--- src/rtl/core/ffpa_pkg.sv ---
// ffpa_pkg: shared constants, codes and types of the first-fit partition allocator.
// Used by ffpa_run_unit and first_fit_partition_allocator.
// No dependencies.
package ffpa_pkg;

    localparam int MEM_UNITS_DEF = 1024;
    localparam int MAX_TASKS_DEF = 32;

    localparam int CMD_W    = 1;
    localparam int SIZE_W   = 11;
    localparam int TID_W    = 5;
    localparam int STATUS_W = 2;
    localparam int BASE_W   = 10;

    localparam int S_DATA_W = 24;
    localparam int M_DATA_W = 24;

    localparam logic [CMD_W-1:0] CMD_ADD = 1'b0;
    localparam logic [CMD_W-1:0] CMD_DEL = 1'b1;

    localparam logic [STATUS_W-1:0] ST_OK       = 2'd0;
    localparam logic [STATUS_W-1:0] ST_NO_ID    = 2'd1;
    localparam logic [STATUS_W-1:0] ST_NO_SPACE = 2'd2;
    localparam logic [STATUS_W-1:0] ST_BAD_SIZE = 2'd3;

    typedef struct packed {
        logic clear;
        logic step;
        logic unit_free;
    } run_ctl_t;

endpackage

--- src/rtl/core/ffpa_run_unit.sv ---
// ffpa_run_unit: free-run length counter and size compare used during the add scan.
// Depends on ffpa_pkg (run_ctl_t).
module ffpa_run_unit #(
    parameter int MEM_UNITS = ffpa_pkg::MEM_UNITS_DEF
) (
    input  logic                          clk,
    input  logic                          rst_n,
    input  ffpa_pkg::run_ctl_t            ctl,
    input  logic [$clog2(MEM_UNITS)-1:0]  unit_addr,
    input  logic [$clog2(MEM_UNITS+1)-1:0] size,
    output logic                          hit,
    output logic [$clog2(MEM_UNITS)-1:0]  hit_base
);

    localparam int AW = $clog2(MEM_UNITS);
    localparam int CW = $clog2(MEM_UNITS + 1);

    logic [CW-1:0] run_reg, run_next;
    logic [AW-1:0] start_reg, start_next;
    logic [CW-1:0] run_inc;

    assign run_inc  = run_reg + CW'(1);
    assign hit      = ctl.step && ctl.unit_free && (run_inc == size);
    assign hit_base = (run_reg == '0) ? unit_addr : start_reg;

    always_comb
    begin
        run_next   = run_reg;
        start_next = start_reg;
        if (ctl.clear)
        begin
            run_next = '0;
        end
        else if (ctl.step)
        begin
            if (!ctl.unit_free)
            begin
                run_next = '0;
            end
            else
            begin
                run_next = run_inc;
                if (run_reg == '0)
                begin
                    start_next = unit_addr;
                end
            end
        end
    end

    always_ff @(posedge clk or negedge rst_n)
    begin
        if (!rst_n)
        begin
            run_reg <= '0;
        end
        else
        begin
            run_reg <= run_next;
        end
    end

    always_ff @(posedge clk)
    begin
        start_reg <= start_next;
    end

endmodule

--- config.mk ---
export PLATFORM = sky130hd
export DESIGN_NAME = ffpa_run_unit
export DESIGN_NICKNAME = d
export VERILOG_FILES = /design/src/rtl/core/ffpa_pkg.sv /design/src/rtl/core/ffpa_run_unit.sv
export SDC_FILE = /design/constraint.sdc
export NUM_CORES = 1
export LEC_CHECK = 0
export ABC_AREA = 1
export CORE_MARGIN = 2
export CORE_UTILIZATION = 30
export CTS_BUF_LIST = sky130_fd_sc_hd__clkbuf_8
export CTS_CLUSTER_DIAMETER = 200
export DETAILED_ROUTE_END_ITERATION = 10
export DONT_BUFFER_PORTS = 1
export GPL_TIMING_DRIVEN = 0
export PLACE_DENSITY = 0.46
export SKIP_LAST_GASP = 1
export SLEW_MARGIN = 25
export SYNTH_ARGS = -nofsm -noshare
export SYNTH_HDL_FRONTEND = slang
export SYNTH_SLANG_ARGS = --single-unit
--- constraint.sdc ---
create_clock -name clk -period 4.13 [get_ports clk]
set_input_delay 0.2065 -clock clk [delete_from_list [all_inputs] [get_ports clk]]
set_output_delay 0.2065 -clock clk [all_outputs]
set_load 0.01 [all_outputs]
==> reports/metrics.csv <==
stage,metric,value,unit
worst_setup_path,slowest_stage,dfrtp_1,
finish,largest_reg_flops,11,
power,p_sw,0.106,mW
synthesis,synth_xor_area_frac,0.0420,
timing,fin_skew,0.00140,ns
placed_design,gp_congestion,0.807,
synthesis,synth.distinct_cells,26,
placed_design,io_buffer_count,0,
clocking,root_buffer,clkbuf_8,
timing,rsz0062_at_grt,false,
clocking,cts_hold_buf,1,
die,die_w,71.6,microns
clocking,cts_max_level,1,
die,die_y,71.6,microns
die,start_util,0.312,
finish,drive_above_1_share,0.118,
finish,nets,216,
finish,mostFrequentLayoutCells,"50 x nand2_1, 32 x inv_1, 18 x nand3_1",
grt,grt_pass1_wl,5310,microns
synthesis,synth.yosys.seq_area_share,0.420,
synthesis,synth_mux_area_frac,0,
synthesis,yosys_warnings,0,
synthesis,synth_cells,182,
clocking,cts-resized-gates,0,
synthesis,synth.avg_cell_area,7.53,sq um
die,pin_count,37,
routing,drtAntennaViolNets,0,
timing,worstMarginPinSlew,0.784,ns
routing,vias,1153,
power,finalPower,0.412,mW
power,seqPwrFrac,0.553,
worst_setup_path,cp_max_fo,5,
grt,grt_pass1_vias,1139,
die,coreArea,0.00438,sq mm
timing,fin_crit,2.23,ns
worst_setup_path,crit_required,3.92,ns
synthesis,netlist_area,0.00137,sq mm
finish,diodes,0,
grt,grt_antenna_before_repair,0,
synthesis,syn_nets,210,
finish,layout_commonest_cell,nand2_1,
clocking,cts_buffer_depth,2,
routing,drc,0,
synthesis,yosys_register_bits,21,
timing,final.period_utilization,0.539,
outcome,outcome,completed,
placed_design,dp.final_hpwl,2440,microns
worst_setup_path,crit_chain,"inv_2, ha_1, xnor2_1, nand3_1, nor2_1, nand3_1, nor2_1, nand3_1, nor2_1",
power,powerDensity,276,mW/mm^2
finish,syn_to_final_growth,9.04,%
clocking,cts_setup_buffers,0,
routing,drt-pass1-iter-count,4,
worst_setup_path,startpoint_type,flop,
timing,maxSlewViolCount,0,
die,die_area,0.00512,sq mm
power,switching_share,0.256,
worst_hold_path,hp-class,in -> reg,
timing,setup_viol,0,
routing,routed_wirelength,3240,microns
placed_design,post_dp_cell_area,0.00144,sq mm
die,row_count,24,
clocking,clock_sinks,21,
power,power_frac_clock,0.335,
synthesis,synth_compound_area_frac,0.0895,
synthesis,synthAdderAreaFrac,0.0183,
routing,wire_per_inst,13.6,microns
worst_setup_path,cp-end-kind,output pin,
synthesis,synthSimpleGateAreaFrac,0.328,
worst_setup_path,critical_path_class,reg -> out,
routing,viasPerCell,4.82,
worst_setup_path,arrival,2.02,ns
worst_setup_path,crit_path_max_incr_delay,0.46,ns
clocking,numCtsBuffers,3,
power,comb_power_share,0.112,
synthesis,synth_top_family_by_area,simple AND/OR/NAND/NOR gates,
routing,drtIter0Drc,33,
power,leakage,0.646,nW
timing,finalSetupTns,0,ns
grt,grt-ovfl-total,0,
timing,relSlewSlack,0.477,
clocking,cts_tree,yes,
timing,hold_viol_final,0,
grt,grtUsageTotal,0.135,
clocking,clkLatencyLatePin,0.27,ns
timing,timing.fmax,449,MHz
finish,fin_area,0.00149,sq mm
clocking,cts.clk_slew.worst_paths,0.08,ns
power,intPower,0.307,mW
finish,final_core_util,0.341,
flow_run,cap_violations,0,
power,vdd_drop_max,127,uV
grt,grt_max_degree,17,
## per-stage QoR
step | setup slack, ns | hold slack [ns] | cells
after detailed placement | 2.16 | -0.0887 | 234
after CTS | 1.85 | 0.155 | 239
final | 1.90 | 0.151 | 239
after global routing | 1.73 | 0.166 | 239
after global placement | 2.19 | -0.0887 | 234
after floorplan | 2.46 | -0.0891 | 182
## power groups by stage
stage / sequential [mW] / clock, mW / combinational [mW]
after floorplan: 0.232 / 0 / 0.0345
after global placement: 0.232 / 0 / 0.0427
after detailed placement: 0.232 / 0 / 0.0446
after CTS: 0.228 / 0.143 / 0.0478
after global routing: 0.228 / 0.153 / 0.0528
final: 0.228 / 0.138 / 0.0463
## synth_stat cells
| cell | number | area share |
|---|---|---|
| nand4_1 | 1 | 0.0046 |
| o21ai_1 | 7 | 0.026 |
| dfrtp_1 | 11 | 0.20 |
| buf_2 | 1 | 0.0036 |
| nor2_2 | 3 | 0.014 |
| or2_2 | 1 | 0.0046 |
| a21oi_1 | 1 | 0.0036 |
| nand2_1 | 50 | 0.14 |
| xor2_1 | 1 | 0.0064 |
| nand3_1 | 18 | 0.066 |
| o21ai_0 | 9 | 0.033 |
| inv_1 | 32 | 0.088 |
| edfxtp_1 | 10 | 0.22 |
| nand2_2 | 4 | 0.018 |
| o22ai_1 | 6 | 0.027 |
| ha_1 | 2 | 0.018 |
| nor4_1 | 2 | 0.0091 |
| nand3_2 | 2 | 0.015 |
| nor2_1 | 9 | 0.025 |
| nor2_4 | 3 | 0.025 |
| inv_2 | 2 | 0.0055 |
| xor2_2 | 1 | 0.012 |
| xor3_1 | 1 | 0.017 |
| xnor2_1 | 1 | 0.0064 |
| nand3b_1 | 2 | 0.011 |
| clkbuf_1 | 2 | 0.0055 |
## worst max-delay path: cells and delay by family, from the launching register on
family	cells	cell delay, ns
and+or+nand+nor	6	0.70
DFF	1	0.46
adders and majority gates	1	0.34
xor gates and xnor gates	1	0.16
buffers and inverters	1	0.10
## layer usage
layer / up-vias / wire length, microns / GRT usage / part of all wire
li1: 589 / - / - / -
met1: 535 / 1470 / 0.162 / 0.45
met2: 25 / 1570 / 0.233 / 0.48
met3: 4 / 164 / 0.0394 / 0.051
met4: 0 / 38 / 0.0440 / 0.012
met5: - / 0 / 0 / 0
## path summary, 6_finish.rpt
kind                        startpoint           end  slack (ns)  cells past startpoint
max in group asynchronous        rst_n    run_reg[9]        3.39                      1
min in group asynchronous        rst_n    run_reg[4]        0.37                      1
min                             ctl[1]    run_reg[7]        0.15                      2
max reg2reg                 run_reg[0]  start_reg[4]        2.32                      6
max                         run_reg[0]           hit        1.90                      9
min reg2reg                run_reg[10]   run_reg[10]        0.62                      2
## cell families after synthesis
logic type,after synthesis
and+or+nand+nor,95
buffers and inverters,37
AOI/OAI and AO/OA,23
DFF,21
xor gates and xnor gates,4
adders and majority gates,2
## final cells by class
cell class / instances / area (sq um)
inverter: 34 / 128
tap: 52 / 65.1
multi-input combinational: 124 / 657
clock inverter: 1 / 5.00
fill: 486 / 2890
clock buffer: 3 / 41.3
timing repair buffer: 1 / 10.0
sequential: 21 / 576
buffer: 3 / 12.5
No activity file was read; power rests on OpenSTA's default activity.
